<file path="src/hw/rtl/assert_macros.svh">
// ----------------------------------------------------------------------------
// Assertion macros
// Clocked property checks, compiled out for synthesis.
// ----------------------------------------------------------------------------
`ifndef ASSERT_MACROS_SVH
`define ASSERT_MACROS_SVH

`ifndef SYNTHESIS

// Property must hold at every clock edge outside reset.
`define ASSERT_PROP(label, clk, rst_n, prop) \
    label: assert property (@(posedge clk) disable iff (!rst_n) (prop)) \
        else $error("assertion failed");

// Expression must never be true outside reset.
`define ASSERT_NEVER(label, clk, rst_n, expr) \
    label: assert property (@(posedge clk) disable iff (!rst_n) !(expr)) \
        else $error("forbidden condition seen");

`else

`define ASSERT_PROP(label, clk, rst_n, prop)
`define ASSERT_NEVER(label, clk, rst_n, expr)

`endif

`endif

</file>
<file path="src/hw/rtl/fcd_pkg.sv">
// ----------------------------------------------------------------------------
// fcd_pkg
// Shared types and constants of the FIFO cache directory.
// ----------------------------------------------------------------------------
package fcd_pkg;

    localparam int SLOTS        = 8;
    localparam int SLOT_W       = (SLOTS > 1) ? $clog2(SLOTS) : 1;
    localparam int TAG_W        = 16;
    localparam int SLOT_FIELD_W = 3;

    typedef logic [TAG_W-1:0]        tag_t;
    typedef logic [SLOT_W-1:0]       slot_idx_t;
    typedef logic [SLOT_FIELD_W-1:0] slot_field_t;

    localparam slot_idx_t LAST_IDX = slot_idx_t'(SLOTS - 1);

    localparam logic MODE_REQ   = 1'b0;
    localparam logic MODE_CLEAR = 1'b1;

    typedef enum logic [1:0] {
        ST_IDLE,
        ST_SCAN,
        ST_DELIVER
    } seq_state_t;

    // tag memory access from the sequencer
    typedef struct packed {
        logic      re;
        slot_idx_t raddr;
        logic      we;
        slot_idx_t waddr;
        tag_t      wdata;
    } ram_req_t;

    // finished result handed to the output stage
    typedef struct packed {
        logic        valid;
        slot_field_t slot;
        logic        hit;
    } res_t;

    function automatic slot_field_t to_slot_field(input slot_idx_t idx);
        logic [SLOT_W+SLOT_FIELD_W-1:0] wide;
        wide = {{SLOT_FIELD_W{1'b0}}, idx};
        return wide[SLOT_FIELD_W-1:0];
    endfunction

endpackage

</file>
<file path="src/hw/rtl/fcd_tag_ram.sv">
// ----------------------------------------------------------------------------
// fcd_tag_ram
// Slot tag store: one write port, one registered read port.
// ----------------------------------------------------------------------------
module fcd_tag_ram (
    input  logic             clk,
    input  fcd_pkg::ram_req_t req,
    output fcd_pkg::tag_t    rdata
);
    import fcd_pkg::*;

    tag_t mem [SLOTS];
    tag_t rdata_reg;

    always_ff @(posedge clk)
    begin
        if (req.we)
        begin
            mem[req.waddr] <= req.wdata;
        end
    end

    always_ff @(posedge clk)
    begin
        if (req.re)
        begin
            rdata_reg <= mem[req.raddr];
        end
    end

    assign rdata = rdata_reg;

endmodule

</file>
<file path="src/hw/rtl/fcd_seq.sv">
// ----------------------------------------------------------------------------
// fcd_seq
// Scan sequencer: walks the tag memory one slot a cycle, keeps valid bits
// and the round-robin victim pointer, and fills a slot on a miss.
// ----------------------------------------------------------------------------
module fcd_seq (
    input  logic              clk,
    input  logic              rst_n,
    input  logic              in_valid,
    output logic              in_ready,
    input  logic              mode,
    input  fcd_pkg::tag_t     item_number,
    output fcd_pkg::ram_req_t ram_req,
    input  fcd_pkg::tag_t     ram_rdata,
    output fcd_pkg::res_t     res,
    input  logic              res_take
);
    import fcd_pkg::*;

    seq_state_t        state_reg, state_next;
    tag_t              item_reg, item_next;
    logic [SLOTS-1:0]  valid_reg, valid_next;
    slot_idx_t         victim_reg, victim_next;
    slot_idx_t         rd_idx_reg, rd_idx_next;
    logic              rd_done_reg, rd_done_next;
    logic              cmp_pend_reg, cmp_pend_next;
    slot_idx_t         cmp_idx_reg, cmp_idx_next;
    slot_idx_t         res_slot_reg, res_slot_next;
    logic              res_hit_reg, res_hit_next;

    logic match;
    logic miss;

    // read data of the previous cycle belongs to cmp_idx_reg
    assign match = cmp_pend_reg && valid_reg[cmp_idx_reg] && (ram_rdata == item_reg);
    assign miss  = cmp_pend_reg && (cmp_idx_reg == LAST_IDX) && !match;

    always_comb
    begin
        state_next = state_reg;
        unique case (state_reg)
            ST_IDLE:
            begin
                if (in_valid && (mode == MODE_REQ))
                begin
                    state_next = ST_SCAN;
                end
            end
            ST_SCAN:
            begin
                if (match || miss)
                begin
                    state_next = ST_DELIVER;
                end
            end
            ST_DELIVER:
            begin
                if (res_take)
                begin
                    state_next = ST_IDLE;
                end
            end
            default:
            begin
                state_next = ST_IDLE;
            end
        endcase
    end

    always_comb
    begin
        item_next     = item_reg;
        valid_next    = valid_reg;
        victim_next   = victim_reg;
        rd_idx_next   = rd_idx_reg;
        rd_done_next  = rd_done_reg;
        cmp_pend_next = 1'b0;
        cmp_idx_next  = cmp_idx_reg;
        res_slot_next = res_slot_reg;
        res_hit_next  = res_hit_reg;
        ram_req       = '0;
        in_ready      = 1'b0;
        res           = '0;

        unique case (state_reg)
            ST_IDLE:
            begin
                in_ready = 1'b1;
                if (in_valid)
                begin
                    if (mode == MODE_CLEAR)
                    begin
                        valid_next  = '0;
                        victim_next = '0;
                    end
                    else
                    begin
                        item_next    = item_number;
                        rd_idx_next  = '0;
                        rd_done_next = 1'b0;
                    end
                end
            end
            ST_SCAN:
            begin
                ram_req.re    = !rd_done_reg;
                ram_req.raddr = rd_idx_reg;
                cmp_pend_next = !rd_done_reg;
                cmp_idx_next  = rd_idx_reg;
                if (!rd_done_reg)
                begin
                    if (rd_idx_reg == LAST_IDX)
                    begin
                        rd_done_next = 1'b1;
                    end
                    else
                    begin
                        rd_idx_next = rd_idx_reg + 1'b1;
                    end
                end
                if (match)
                begin
                    cmp_pend_next = 1'b0;
                    res_slot_next = cmp_idx_reg;
                    res_hit_next  = 1'b1;
                end
                else if (miss)
                begin
                    ram_req.we              = 1'b1;
                    ram_req.waddr           = victim_reg;
                    ram_req.wdata           = item_reg;
                    valid_next[victim_reg]  = 1'b1;
                    victim_next = (victim_reg == LAST_IDX) ? '0 : victim_reg + 1'b1;
                    res_slot_next = victim_reg;
                    res_hit_next  = 1'b0;
                end
            end
            ST_DELIVER:
            begin
                res.valid = 1'b1;
                res.slot  = to_slot_field(res_slot_reg);
                res.hit   = res_hit_reg;
            end
            default:
            begin
                in_ready = 1'b0;
            end
        endcase
    end

    always_ff @(posedge clk or negedge rst_n)
    begin
        if (!rst_n)
        begin
            state_reg    <= ST_IDLE;
            valid_reg    <= '0;
            victim_reg   <= '0;
            rd_idx_reg   <= '0;
            rd_done_reg  <= 1'b0;
            cmp_pend_reg <= 1'b0;
        end
        else
        begin
            state_reg    <= state_next;
            valid_reg    <= valid_next;
            victim_reg   <= victim_next;
            rd_idx_reg   <= rd_idx_next;
            rd_done_reg  <= rd_done_next;
            cmp_pend_reg <= cmp_pend_next;
        end
    end

    always_ff @(posedge clk)
    begin
        item_reg     <= item_next;
        cmp_idx_reg  <= cmp_idx_next;
        res_slot_reg <= res_slot_next;
        res_hit_reg  <= res_hit_next;
    end

endmodule

</file>
<file path="src/hw/rtl/fifo_cache_directory_core.sv">
// Timing: an accepted request scans the tag memory one slot a cycle; each slot's
// read data is registered and then compared with the item, and the scan ends at
// the hitting slot or, on a miss, after the last slot. A new request is taken only
// once its result has moved to the output register; a clear is taken in idle.
// Reset: all slots invalid, victim pointer at slot zero, tags left as they are.
// ----------------------------------------------------------------------------
// fifo_cache_directory_core
// Tag directory of a small fully associative cache with FIFO replacement.
// ----------------------------------------------------------------------------
`include "assert_macros.svh"

module fifo_cache_directory_core (
    input  logic                 clk,
    input  logic                 rst_n,
    input  logic                 in_valid,
    output logic                 in_ready,
    input  logic                 mode,
    input  logic [15:0]          item_number,
    output logic                 out_valid,
    input  logic                 out_ready,
    output fcd_pkg::slot_field_t slot,
    output logic                 hit
);
    import fcd_pkg::*;

    ram_req_t    ram_req;
    tag_t        ram_rdata;
    res_t        res;
    logic        res_take;

    logic        out_valid_reg, out_valid_next;
    slot_field_t slot_reg, slot_next;
    logic        hit_reg, hit_next;

    fcd_tag_ram u_tag_ram (
        .clk   (clk),
        .req   (ram_req),
        .rdata (ram_rdata)
    );

    fcd_seq u_seq (
        .clk         (clk),
        .rst_n       (rst_n),
        .in_valid    (in_valid),
        .in_ready    (in_ready),
        .mode        (mode),
        .item_number (item_number),
        .ram_req     (ram_req),
        .ram_rdata   (ram_rdata),
        .res         (res),
        .res_take    (res_take)
    );

    // output register: loads when empty or being drained
    assign res_take = res.valid && (!out_valid_reg || out_ready);

    always_comb
    begin
        out_valid_next = out_valid_reg;
        slot_next      = slot_reg;
        hit_next       = hit_reg;
        if (out_valid_reg && out_ready)
        begin
            out_valid_next = 1'b0;
        end
        if (res_take)
        begin
            out_valid_next = 1'b1;
            slot_next      = res.slot;
            hit_next       = res.hit;
        end
    end

    always_ff @(posedge clk or negedge rst_n)
    begin
        if (!rst_n)
        begin
            out_valid_reg <= 1'b0;
        end
        else
        begin
            out_valid_reg <= out_valid_next;
        end
    end

    always_ff @(posedge clk)
    begin
        slot_reg <= slot_next;
        hit_reg  <= hit_next;
    end

    assign out_valid = out_valid_reg;
    assign slot      = slot_reg;
    assign hit       = hit_reg;

    `ASSERT_NEVER(a_no_overwrite, clk, rst_n, res_take && out_valid_reg && !out_ready)
    `ASSERT_PROP(a_req_busy, clk, rst_n, (in_valid && in_ready && (mode == MODE_REQ)) |=> !in_ready)
    `ASSERT_PROP(a_clear_idle, clk, rst_n, (in_valid && in_ready && (mode == MODE_CLEAR)) |=> in_ready)
    `ASSERT_PROP(a_take_frees, clk, rst_n, res_take |=> in_ready)

endmodule

</file>
<file path="config.mk">
export PLATFORM = sky130hd
export DESIGN_NAME = fifo_cache_directory_core
export DESIGN_NICKNAME = d
export VERILOG_FILES = /design/src/hw/rtl/fcd_pkg.sv /design/src/hw/rtl/fcd_tag_ram.sv /design/src/hw/rtl/fcd_seq.sv /design/src/hw/rtl/fifo_cache_directory_core.sv
export VERILOG_INCLUDE_DIRS = /design/src /design/src/hw/rtl
export SDC_FILE = /design/constraint.sdc
export NUM_CORES = 1
export LEC_CHECK = 0
export ABC_AREA = 1
export BUFFER_PORTS_ARGS = -buffer_cell sky130_fd_sc_hd__buf_4
export CAP_MARGIN = 0
export CORE_MARGIN = 1.5
export CORE_UTILIZATION = 55
export DETAILED_ROUTE_END_ITERATION = 10
export GPL_TIMING_DRIVEN = 0
export PLACE_DENSITY = 0.78
export SYNTH_ARGS = -nofsm -noshare
export SYNTH_HDL_FRONTEND = slang
export SYNTH_SLANG_ARGS = --single-unit
</file>
<file path="constraint.sdc">
create_clock -name clk -period 2.45 [get_ports clk]
set_clock_uncertainty 0.1 [all_clocks]
set_input_delay 0.1225 -clock clk [delete_from_list [all_inputs] [get_ports clk]]
set_output_delay 0.1225 -clock clk [all_outputs]
set_load 0.01 [all_outputs]
</file>
; Word level (Yosys, flattened, before mapping)
; Memory sizes are Yosys's and may differ from the RTL's. A register that Yosys moved wholly into a read port is not among the register bits.
; Cells that the tools add are included.
[totals]
register_bits = 46
mem_bits_rw = 128
input_bits = 21
output_inout_bits = 6
mem_count = 1
[mem_list]
columns = name, depth, word_bits, rd, rd_clocked_by_memory_dff, wr, line
row1 = u_tag_ram.mem, 8, 16, 1, 1, 1, fcd_tag_ram.sv:12  ; tag_t mem [SLOTS];
[classes]
add_sub_neg = 2
order_cmp = 3
eq_ne = 16
mux = 43
bitwise = 2
n_reduce_logical = 23
[op_table]
columns = cell, n
row1 = two-way mux 20 bit, 2
row2 = two-way mux 3 bit, 11
row3 = two-way mux 8 bit, 4
row4 = two-way mux 24 bit, 1
row5 = == test 16 bit, 1
row6 = one-hot mux 8 bit (2 select lines), 1
row7 = two-way mux 1 bit, 14
row8 = inequality test 2 bit (second input constant), 7
row9 = one-hot mux 3 bit (2 select lines), 2
row10 = AND reduction 5 bit, 2
row11 = == test 3 bit (second input constant), 3
row12 = AND reduction 3 bit, 3
row13 = logical AND 1 bit, 8
row14 = less-than comparator 3 x 4 -> 1 bit (second input constant), 2
row15 = OR 8 bit, 1
row16 = adder 3 x 1 -> 3 bit (second input constant), 2
row17 = two-way mux 2 bit, 3
row18 = inequality test 2 x 1 -> 1 bit (second input constant), 3
row19 = one-hot mux 2 bit (3 select lines), 1
row20 = nonzero test 2 bit, 3
row21 = two-way mux 5 bit, 1
row22 = binary-select mux 1 bit (select 3 bit), 1
row23 = demux 1 bit (select 3 bit), 1
row24 = >= comparator 3 x 1 -> 1 bit (second input constant), 1
row25 = other kinds (8), 11

; Longest topological paths before layout
; Gate-level depths: netlist of run 1.
[depth]
ltp_word = 11
ltp_mapped = 11

; Hierarchy
; A second synthesis of run 1 with hierarchy kept.
[hier_totals]
cells_unflattened = 915
area_unflattened_um2 = 8734.6
[by_module_without_submodules]
columns = mod, n_inst, cells_per_inst, area_per_inst_um2, seq_area_each_um2
row1 = fcd_tag_ram, 1, 587, 6149.6, 4324.1
row2 = fcd_seq, 1, 318, 2416.1, 1141.1
row3 = fifo_cache_directory_core, 1, 10, 168.9, 145.1

; Worst setup path after synthesis of run 1
; OpenSTA, ideal clock, no wires.
[synth_timing]
path_type = flip-flop to flip-flop
startpoint = reg u_seq.cmp_idx_reg[0]
endpoint = mem u_tag_ram.mem[2][0] (netlist name) (enable)
setup_ns = 0.388
arrival_time_ns = 1.920
required_ns = 1.962
path_slack_ns = 0.042
stages_incl_launch_ff = 11
path_buffers = 1
period_less_slack_ns = 2.408
path_cell_list = edfxtp_1 > inv_2 > nand2_1 > nand3_1 > nand2_1 > nand2_2 > nand2_4 > nand4_4 > nand2_4 > buf_4 > nor2_1
[synth_between]
elab_chain_len = 11
[synth_rtl]
columns = item, line
row1 = "start, declared", fcd_seq.sv:27  ; slot_idx_t cmp_idx_reg, cmp_idx_next;
row2 = "start signal, assigned", fcd_seq.sv:176  ; cmp_idx_reg <= cmp_idx_next;
row3 = binary-select mux 1 bit (select 3 bit), fcd_seq.sv:35  ; assign match = cmp_pend_reg && valid_reg[cmp_idx_reg] && (ram_rdata == item_reg);
row4 = two-way mux 1 bit (implied by the code), fcd_seq.sv:35
row5 = logical AND 1 bit (2 in series), fcd_seq.sv:35
row6 = zero test 1 bit, fcd_seq.sv:36  ; assign miss = cmp_pend_reg && (cmp_idx_reg == LAST_IDX) && !match;
row7 = logical AND 1 bit, fcd_seq.sv:36
row8 = two-way mux 20 bit, fcd_seq.sv:127  ; else if (miss)
row9 = two-way mux 20 bit *, fcd_seq.sv:121  ; if (match)
row10 = two-way mux 24 bit *, fcd_seq.sv:85  ; unique case (state_reg)
row11 = two-way mux 1 bit, fcd_tag_ram.sv:17  ; if (req.we)
row12 = two-way mux 1 bit (implied by the code), fcd_tag_ram.sv:19  ; mem[req.waddr] <= req.wdata;
row13 = "end, declared", fcd_tag_ram.sv:12
; Mark *: on every way between the ends. The rest lies on a longest branch, timed or not. The select of a mux whose other input is x is not followed.

==> metrics.txt, run 1 <==
maxcap violations 0; max reg flops 128; Post-DP Area 8350 um^2; drt total wl 17,900 um; actual slew at the worst max-slew pin 0.639 ns; Place WS -0.590 ns; final hold viol count 0; R2R setup slack 0.11 ns; hpwl dp 11,700 um; Die X 123 um; first-pass GRT wire length 27,000 um; Clock Path Buffers 2; share of the yosys chip area belonging to registers a little under three quarters; core area about 14,000 um^2; drt via density 5.75; Max Slew Vio Count 0; Total GRT Usage 24.6%; Sink Count 190; vias 5,378; register clock-pin slew on the reported worst setup and hold paths 0.07 ns; num rows between 40 and 50; hold_sp in_valid; WHS approximately 0.017 ns; Worst EP required 2.50 ns; Top Ports 27; Distinct cells, synth 32; Design Area, Final 9380 um^2; Crit Path Class reg2reg; Seq cells post-synth 190; Post-Place Cells between 800 and 900; total power approximately 9.7 mW; final non-filler cell total 935; critical path, cell by cell inv_2, nand2_1, nand3_1, nand2_1, nand2_2, nand2_4, nand4_4, nand2_4, buf_4, nor2_1; Worst Hold Class in2reg; CTS tree yes; Max-slew headroom 57.3%; CP max stage cell edfxtp_1; reg2reg start u_seq.cmp_idx_reg[0]; critical path capture point type flop; Arr. time, crit path 2.39 ns; final worst slack around 0.11 ns; Mapped Cells 670; critical-path maximum fanout 10; Synth Cell Area 7910 um^2; Crit path buffers/inverters 2; most common cell after layout, fill and taps aside edfxtp_1; grt total ovfl 0; vias in the first global route 5,219; hold path endpoint u_seq.state_reg[0]; Pre-Repair DR Iteration Count 5; die height 123 um; worst-skew pair later-pin latency 0.43 ns; Critical Path Source Type flop; Leak Pwr 3.36 nW; Peak VDD IR about 660 uV; Diodes inserted 0; WHS Path Cells 5; Util after Layout approximately two thirds; Sum Neg Setup Slack 0 ns; most frequent cells in the layout 171 x edfxtp_1, 94 x nand2_1, 75 x nor2_1; RePlAce Congestion around 0.85; Slowest Stage Delay on Critical Path 0.50 ns; CTS buffer count 17; largest net degree at the start of global routing 20; wire length per cell 19.2 um; status completed; Synth Net Count 695; Max Freq roughly 430 MHz; Initial DRC Count 586; Syn Area/Cell 11.8 um^2; synth warn 0; reg2reg end u_tag_ram.mem[0][15]; final worst path period share 95.6%; antenna-violating nets left 0; DIE AREA roughly 15,000 um^2; fin crit period around 2.3 ns; Final #Nets around 770; Root Driver clkbuf_16; RSZ-0062 raised after global routing false; initial core utilization between 50 and 60%; share of cells above drive strength 1 14.7%; DRC viols 0; Top Family by Delay on Critical Path simple AND/OR/NAND/NOR gates; initial antenna violation count 0; PwrDens 1030 nW/um^2; FF-to-FF path depth 10; Syn-to-layout area delta 18.6%; H-Tree Depth 4; # setup viols final 0; I/O Buffers 26
report_power, final:
group | switching, mW | internal (mW) | leakage, nW
Clock | 1.19 | 1.72 | 0.302
Combinational | 1.75 | 0.856 | 1.38
Sequential | 0.252 | 3.94 | 1.68
worst max-delay path by stage:
stage | slack [ns] | from | to | cells after the start
detailed placement | -0.59 | u_seq.cmp_idx_reg[0] | u_tag_ram.mem[3][8] | 10
CTS | 0.02 | u_seq.cmp_idx_reg[0] | u_tag_ram.mem[1][15] | 11
global placement | -0.57 | u_seq.cmp_idx_reg[0] | u_tag_ram.mem[4][7] | 10
finish | 0.11 | u_seq.cmp_idx_reg[0] | u_tag_ram.mem[0][15] | 10
floorplan | 0.04 | u_seq.cmp_idx_reg[0] | u_tag_ram.mem[2][0] | 10
global route | 0.004 | u_seq.cmp_idx_reg[0] | u_tag_ram.mem[3][0] | 10
routing by layer:
layer	wire [um]	track usage, %
met1	7120	32.1
met2	8920	40.5
met3	1500	4.84
met4	391	10.5
met5	0	0
synthesized netlist by cell type, drive strengths merged:
library cell  count  area [um^2]
nand2           100          400
dfrtp            19          475
or2               1         6.26
a21oi            43          215
nor3             20          105
inv              57          214
o21a             16          120
nand3            30          150
xnor2             1         8.76
nand4             2         27.5
nor3b             1         7.51
clkbuf            9         33.8
o2bb2ai          16          140
edfxtp          171         5130
clkinv            1         3.75
ha                4         50.1
xor2              3         26.3
o21ai            60          300
nor2             97          379
buf              18          104
o22ai             1         6.26
logic make-up after synthesis:
logic type | count (synthesis) | synth area share (%)
XOR/XNOR | 4 | 0.443
buffers and inverters | 85 | 4.49
adder cells (fa/ha/maj) | 4 | 0.633
flip-flops | 190 | 70.9
AO/OA/AOI/OAI | 136 | 9.89
AND/OR/NAND/NOR | 251 | 13.6
area by class of cell:
cell class                 count  area, um^2
multi-input combinational    395        2030
clock buffer                  19         433
fill                         882        4560
tap                          180         225
buffer                        27         138
timing repair buffer          54         537
sequential                   190        5610
clock inverter                12         184
inverter                      58         218
tightest hold or removal path, stage by stage:
cell,delay (ns)
buf_4,0.12
inv_1,0.05
nor2_1,0.05
nand2_1,0.09
o21ai_0,0.08
timing repair:
item / CTS / global route
hold buffers: 21 / 0
gates resized for setup: 13 / 11
pin swaps: 0 / 6
hold endpoints to repair: 38 / 0
setup buffers: 0 / 6
endpoints found under the setup margin: 144 / 176
Note: power is estimated with default switching activity, not from simulation.
==> run 2: changes to the inputs <==
REMOVE_ABC_BUFFERS = 1   (was default)
==> run 2 against run 1 <==
Sequential power increased by 1%; setup slack got worse by 0.0069 ns; largest cell class unchanged; wire length increased by 0.89%; worst hold slack improved by 0.046 ns; die area unchanged; fmax decreased by 0.29%; combinational power decreased by 3%; non-clock buffer count decreased by 12; flip-flop and latch count unchanged; register-to-register slack about the same.
==> metrics.txt, run 2 (synthesis results as in run 1) <==
status completed; PwrDens 1000 nW/um^2; Max-slew headroom 36.1%; actual slew at the worst max-slew pin 0.958 ns; fin crit period 2.35 ns; antenna-violating nets left 0; CTS tree yes; largest net degree at the start of global routing 65; critical-path maximum fanout 36; most frequent cells in the layout 171 x edfxtp_1, 94 x nand2_1, 82 x nor2_1; Initial DRC Count between 500 and 600; Leak Pwr 3.36 nW; I/O Buffers 26; die height ~120 um; Critical Path Source Type flop; WHS 0.0628 ns; drt via density 5.74; hpwl dp 10,200 um; vias in the first global route ~5,300; share of cells above drive strength 1 14.8%; Design Area, Final 9410 um^2; num rows 43; drt total wl 18,100 um; critical path capture point type flop; Sink Count 190; DIE AREA between 15,000 and 20,000 um^2; vias 5,310; Crit Path Class reg2reg; Total GRT Usage 25.8%; Final #Nets between 700 and 800; most common cell after layout, fill and taps aside edfxtp_1; Worst EP required approximately 2.5 ns; Post-DP Area between 8000 and 9000 um^2; initial core utilization between 50% and 60%; grt total ovfl 0; initial antenna violation count 0; Clock Path Buffers 2; Slowest Stage Delay on Critical Path roughly 0.42 ns; Max Slew Vio Count 0; Arr. time, crit path 2.44 ns; Diodes inserted 0; Pre-Repair DR Iteration Count 7; final worst path period share a little over nine tenths; CP max stage cell edfxtp_1; Worst Hold Class in2reg; RSZ-0062 raised after global routing false; total power 9.43 mW; H-Tree Depth 4; worst-skew pair later-pin latency about 0.44 ns; Root Driver clkbuf_16; Top Ports 27; Die X 123 um; CP dominant cell by count nand2_1; Max Freq about 430 MHz; Peak VDD IR 775 uV; # setup viols final 0; CP startpoint u_seq.item_reg[4]; register clock-pin slew on the reported worst setup and hold paths about 0.07 ns; DRC viols 0; Syn-to-layout area delta 19.0%; RePlAce Congestion around 0.87; reg2reg start u_seq.item_reg[4]; max reg flops roughly 130; Sum Neg Setup Slack 0 ns; first-pass GRT wire length 27,800 um; hold_sp in_valid; critical path, cell by cell nand2_1, nand2_1, nor2_1, nand2_1, nor2_2, nand4_4, nand2_8, nor2_4, buf_4; wire length per cell 19.6 um; CTS buffer count 17; maxcap violations 0; core area approximately 14,000 um^2; final hold viol count 0
[run 2: changes by cell type in the layout (fill, tap and decap cells not counted), moves of 3 or more]
| cell | previous run | this run |
|---|---|---|
| buf_8 | 0 | 10 |
| inv_8 | 1 | 4 |
| nor2_1 | 75 | 82 |
| nor2_2 | 12 | 3 |
| buf_2 | 11 | 0 |
| clkbuf_1 | 11 | 0 |
| bufinv_16 | 4 | 0 |
| nor2_4 | 10 | 13 |
[run 2: cell type report]
type / count / area (um^2)
Sequential cell: 190 / 5610
Tap cell: 180 / 225
Timing Repair Buffer: 69 / 721
Clock inverter: 15 / 150
Multi-Input combinational cell: 396 / 2050
Inverter: 58 / 224
Clock buffer: 17 / 425
Fill cell: 954 / 4520
[run 2: routing by layer]
metal / wire, um / GRT usage (%)
met5: 0 / 0
met4: 667 / 12.7
met3: 1460 / 6.50
met2: 8740 / 41.1
met1: 7220 / 33.2
[run 2: path summary, 6_finish.rpt]
| kind | end | slack [ns] | cells after the start |
|---|---|---|---|
| worst max-delay path | u_tag_ram.mem[7][4] | 0.10 | 9 |
| worst min-delay path | u_seq.rd_done_reg | 0.06 | 5 |
| worst max register to register | u_tag_ram.mem[7][4] | 0.10 | 9 |
| worst min register to register | u_seq.cmp_idx_reg[1] | 0.39 | 0 |
| max in group asynchronous | u_seq.rd_idx_reg[0] | 0.83 | 3 |
| min in group asynchronous | u_seq.valid_reg[0] | 0.77 | 3 |
[run 2: worst max-delay path: cells and delay by family, from the launching register on]
family / cells / cell delay, ns
buffers and inverters: 1 / 0.19
DFF: 1 / 0.42
and+or+nand+nor: 8 / 1.38
[run 2: per-stage QoR]
stage / util [%] / worst slack, ns / cells
4_1_cts: 67.1 / 0.0353 / 920
3_5_place_dp: 60.1 / -1.45 / 859
3_3_place_gp: 58.8 / -2.02 / 849
6_report: 67.5 / 0.101 / 925
5_1_grt: 67.5 / 0.00945 / 925
2_1_floorplan: - / -0.529 / 643
[run 2: what timing repair did]
| action | in CTS | in global routing |
|---|---|---|
| gates cloned | 1 | 0 |
| resized for setup | 17 | 2 |
| setup buffers | 7 | 5 |
| pin swaps | 8 | 3 |
| endpoints found under the setup margin | 273 | 46 |
| hold endpoints to repair | 39 | 0 |
| hold buffers | 21 | 0 |
[run 2: power by group]
| group | switching (mW) | internal [mW] |
|---|---|---|
| clock network | 1.30 | 1.35 |
| logic | 1.67 | 0.856 |
| registers | 0.308 | 3.94 |
==> run 3: changes to the inputs <==
CORE_UTILIZATION = 65   (was 55)
GPL_ROUTABILITY_DRIVEN = 0   (was default)
GPL_TIMING_DRIVEN = 1   (was 0)
PLACE_DENSITY = 0.86   (was 0.78)
clock period = 2.8 ns   (was 2.45 ns; I/O delays follow)
==> run 3 against run 2 <==
The flow now finishes with violations (setup timing); first-iteration DRC count up 100%; sequential share of layout area up 1.3 points; final cell count down 2.4%; die area down 15%; global-route usage up 8.6 points; total power down 11%.
==> metrics.txt, run 3 (synthesis results as in run 1) <==
RSZ-0062 raised after global routing true; CTS tree yes; Max Slew Vio Count 0; Final #Nets 768; critical path capture point type flop; grt total ovfl 0; most common cell after layout, fill and taps aside edfxtp_1; Leak Pwr 3.40 nW; sequential share of power 43.7%; reg2reg start u_seq.cmp_idx_reg[0]; vias in the first global route 5,479; initial core utilization 66.1%; Filler Cell Count 634; hpwl dp 13,500 um; PwrDens around 900 nW/um^2; final worst path period share 101%; Max Freq 352 MHz; Sink Count 190; final non-filler cell total 903; DIE AREA 12,800 um^2; most frequent cells in the layout 171 x edfxtp_1, 94 x nand2_1, 89 x nor2_1; switch share 34.8%; Int Pwr 5.45 mW; Syn-to-layout area delta 16.4%; max reg flops 128; wire length per cell between 20 and 25 um; share of cells above drive strength 1 14.8%; Place WS -0.0412 ns; final hold viol count 0; actual slew at the worst max-slew pin 1.31 ns; Pre-Repair DR Iteration Count 6; final worst slack -0.0370 ns; FF-to-FF path depth 9; status complete, but fails checks; Post-Place Cells between 800 and 900; Post-CTS Setup Bufs 0; Diodes inserted 0; fin crit period between 2 and 3 ns; DRC viols 0; drt via density around 6.4; critical-path maximum fanout 16; Root Driver clkbuf_16; Post-DP Area 8420 um^2; Sum Neg Setup Slack -0.807 ns; reg2reg end u_tag_ram.mem[7][0]; Max-slew headroom between 10% and 20%; register clock-pin slew on the reported worst setup and hold paths 0.07 ns; Peak VDD IR 561 uV; Initial DRC Count 1,070; drt total wl 20,700 um; antenna-violating nets left 0; initial antenna violation count 0; sw power a little under 3 mW; maxcap violations 0; largest net degree at the start of global routing a little under 50; worst-skew pair later-pin latency 0.45 ns; total power 8.36 mW; logic gate share of total power between 20% and 30%; num rows 40; Total GRT Usage 34.4%; clock share of power 28.4%; first-pass GRT wire length 31,500 um; core area 12,000 um^2; die height 113 um; Clock Path Buffers 2; Die X about 110 um; Crit Path Class reg2reg; # setup viols final 38; Worst Hold Class in2async; R2R setup slack -0.04 ns; vias 5,819; Critical Path Source Type flop; H-Tree Depth 4; Design Area, Final 9200 um^2; failing checks setup timing; Worst EP required 2.75 ns; Top Ports 27; Arr. time, crit path ~2.8 ns; CTS buffer count 17; I/O Buffers 26
run 3: worst max-delay path, cell delays in order, from the launching register on:
cell and delay, ns:
edfxtp_1 0.50, inv_2 0.13, nand2_1 0.08, nand3_1 0.10
nand2_1 0.08, nand2_2 0.09, nand2_4 0.06, nand4_4 0.12
nand2_4 0.16, nor2_1 1.02
run 3: area by class of cell:
cell class / instances / area, um^2 / share of cell area (%)
sequential: 190 / 5610 / 61.0
multi-input combinational: 395 / 1950 / 21.2
timing repair buffer: 81 / 658 / 7.15
clock buffer: 18 / 429 / 4.66
tap: 147 / 184 / 2.00
clock inverter: 14 / 151 / 1.64
inverter: 58 / 218 / 2.37
run 3: power by group through the flow:
stage	sequential, mW	clock (mW)	combinational (mW)
6_report	3.66	2.37	2.33
3_5_place_dp	3.70	0	2.18
5_1_grt	3.68	2.47	2.50
2_1_floorplan	3.68	0	1.39
3_3_place_gp	3.68	0	2.10
4_1_cts	3.64	2.36	2.24
run 3: worst max-delay path by stage:
stage / startpoint / endpoint / slack [ns] / cells after the start
2_1_floorplan: u_seq.state_reg[1] / u_tag_ram.rdata[0] / -0.18 / 7
3_3_place_gp: u_seq.cmp_idx_reg[0] / u_tag_ram.mem[2][11] / 0.17 / 9
3_5_place_dp: u_seq.cmp_idx_reg[0] / u_tag_ram.mem[2][15] / -0.04 / 9
4_1_cts: u_seq.cmp_idx_reg[0] / u_tag_ram.mem[7][11] / 0.02 / 9
5_1_grt: u_seq.cmp_idx_reg[0] / u_tag_ram.mem[7][11] / -0.21 / 9
6_report: u_seq.cmp_idx_reg[0] / u_tag_ram.mem[7][0] / -0.04 / 9
run 3: routing by layer:
layer,GRT usage (%),routed length (um)
met2,51.8,9360
met5,0,0
met1,44.9,7290
met3,10.2,2770
met4,20.7,1320
run 3: per-stage QoR:
stage / util [%] / hold WS (ns)
6_report: 76.9 / 0.0165
5_1_grt: 76.9 / 0.0512
4_1_cts: 76.9 / 0.000773
3_5_place_dp: 70.4 / -0.0721
3_3_place_gp: 70.4 / -0.0761
2_1_floorplan: - / -0.256
run 3: repair_timing:
item | 4_1_cts | 5_1_grt
endpoints found under the setup margin | 32 | 96
hold buffers | 20 | 0
endpoints found under the hold margin | 39 | 0
gates resized for setup | 2 | 1
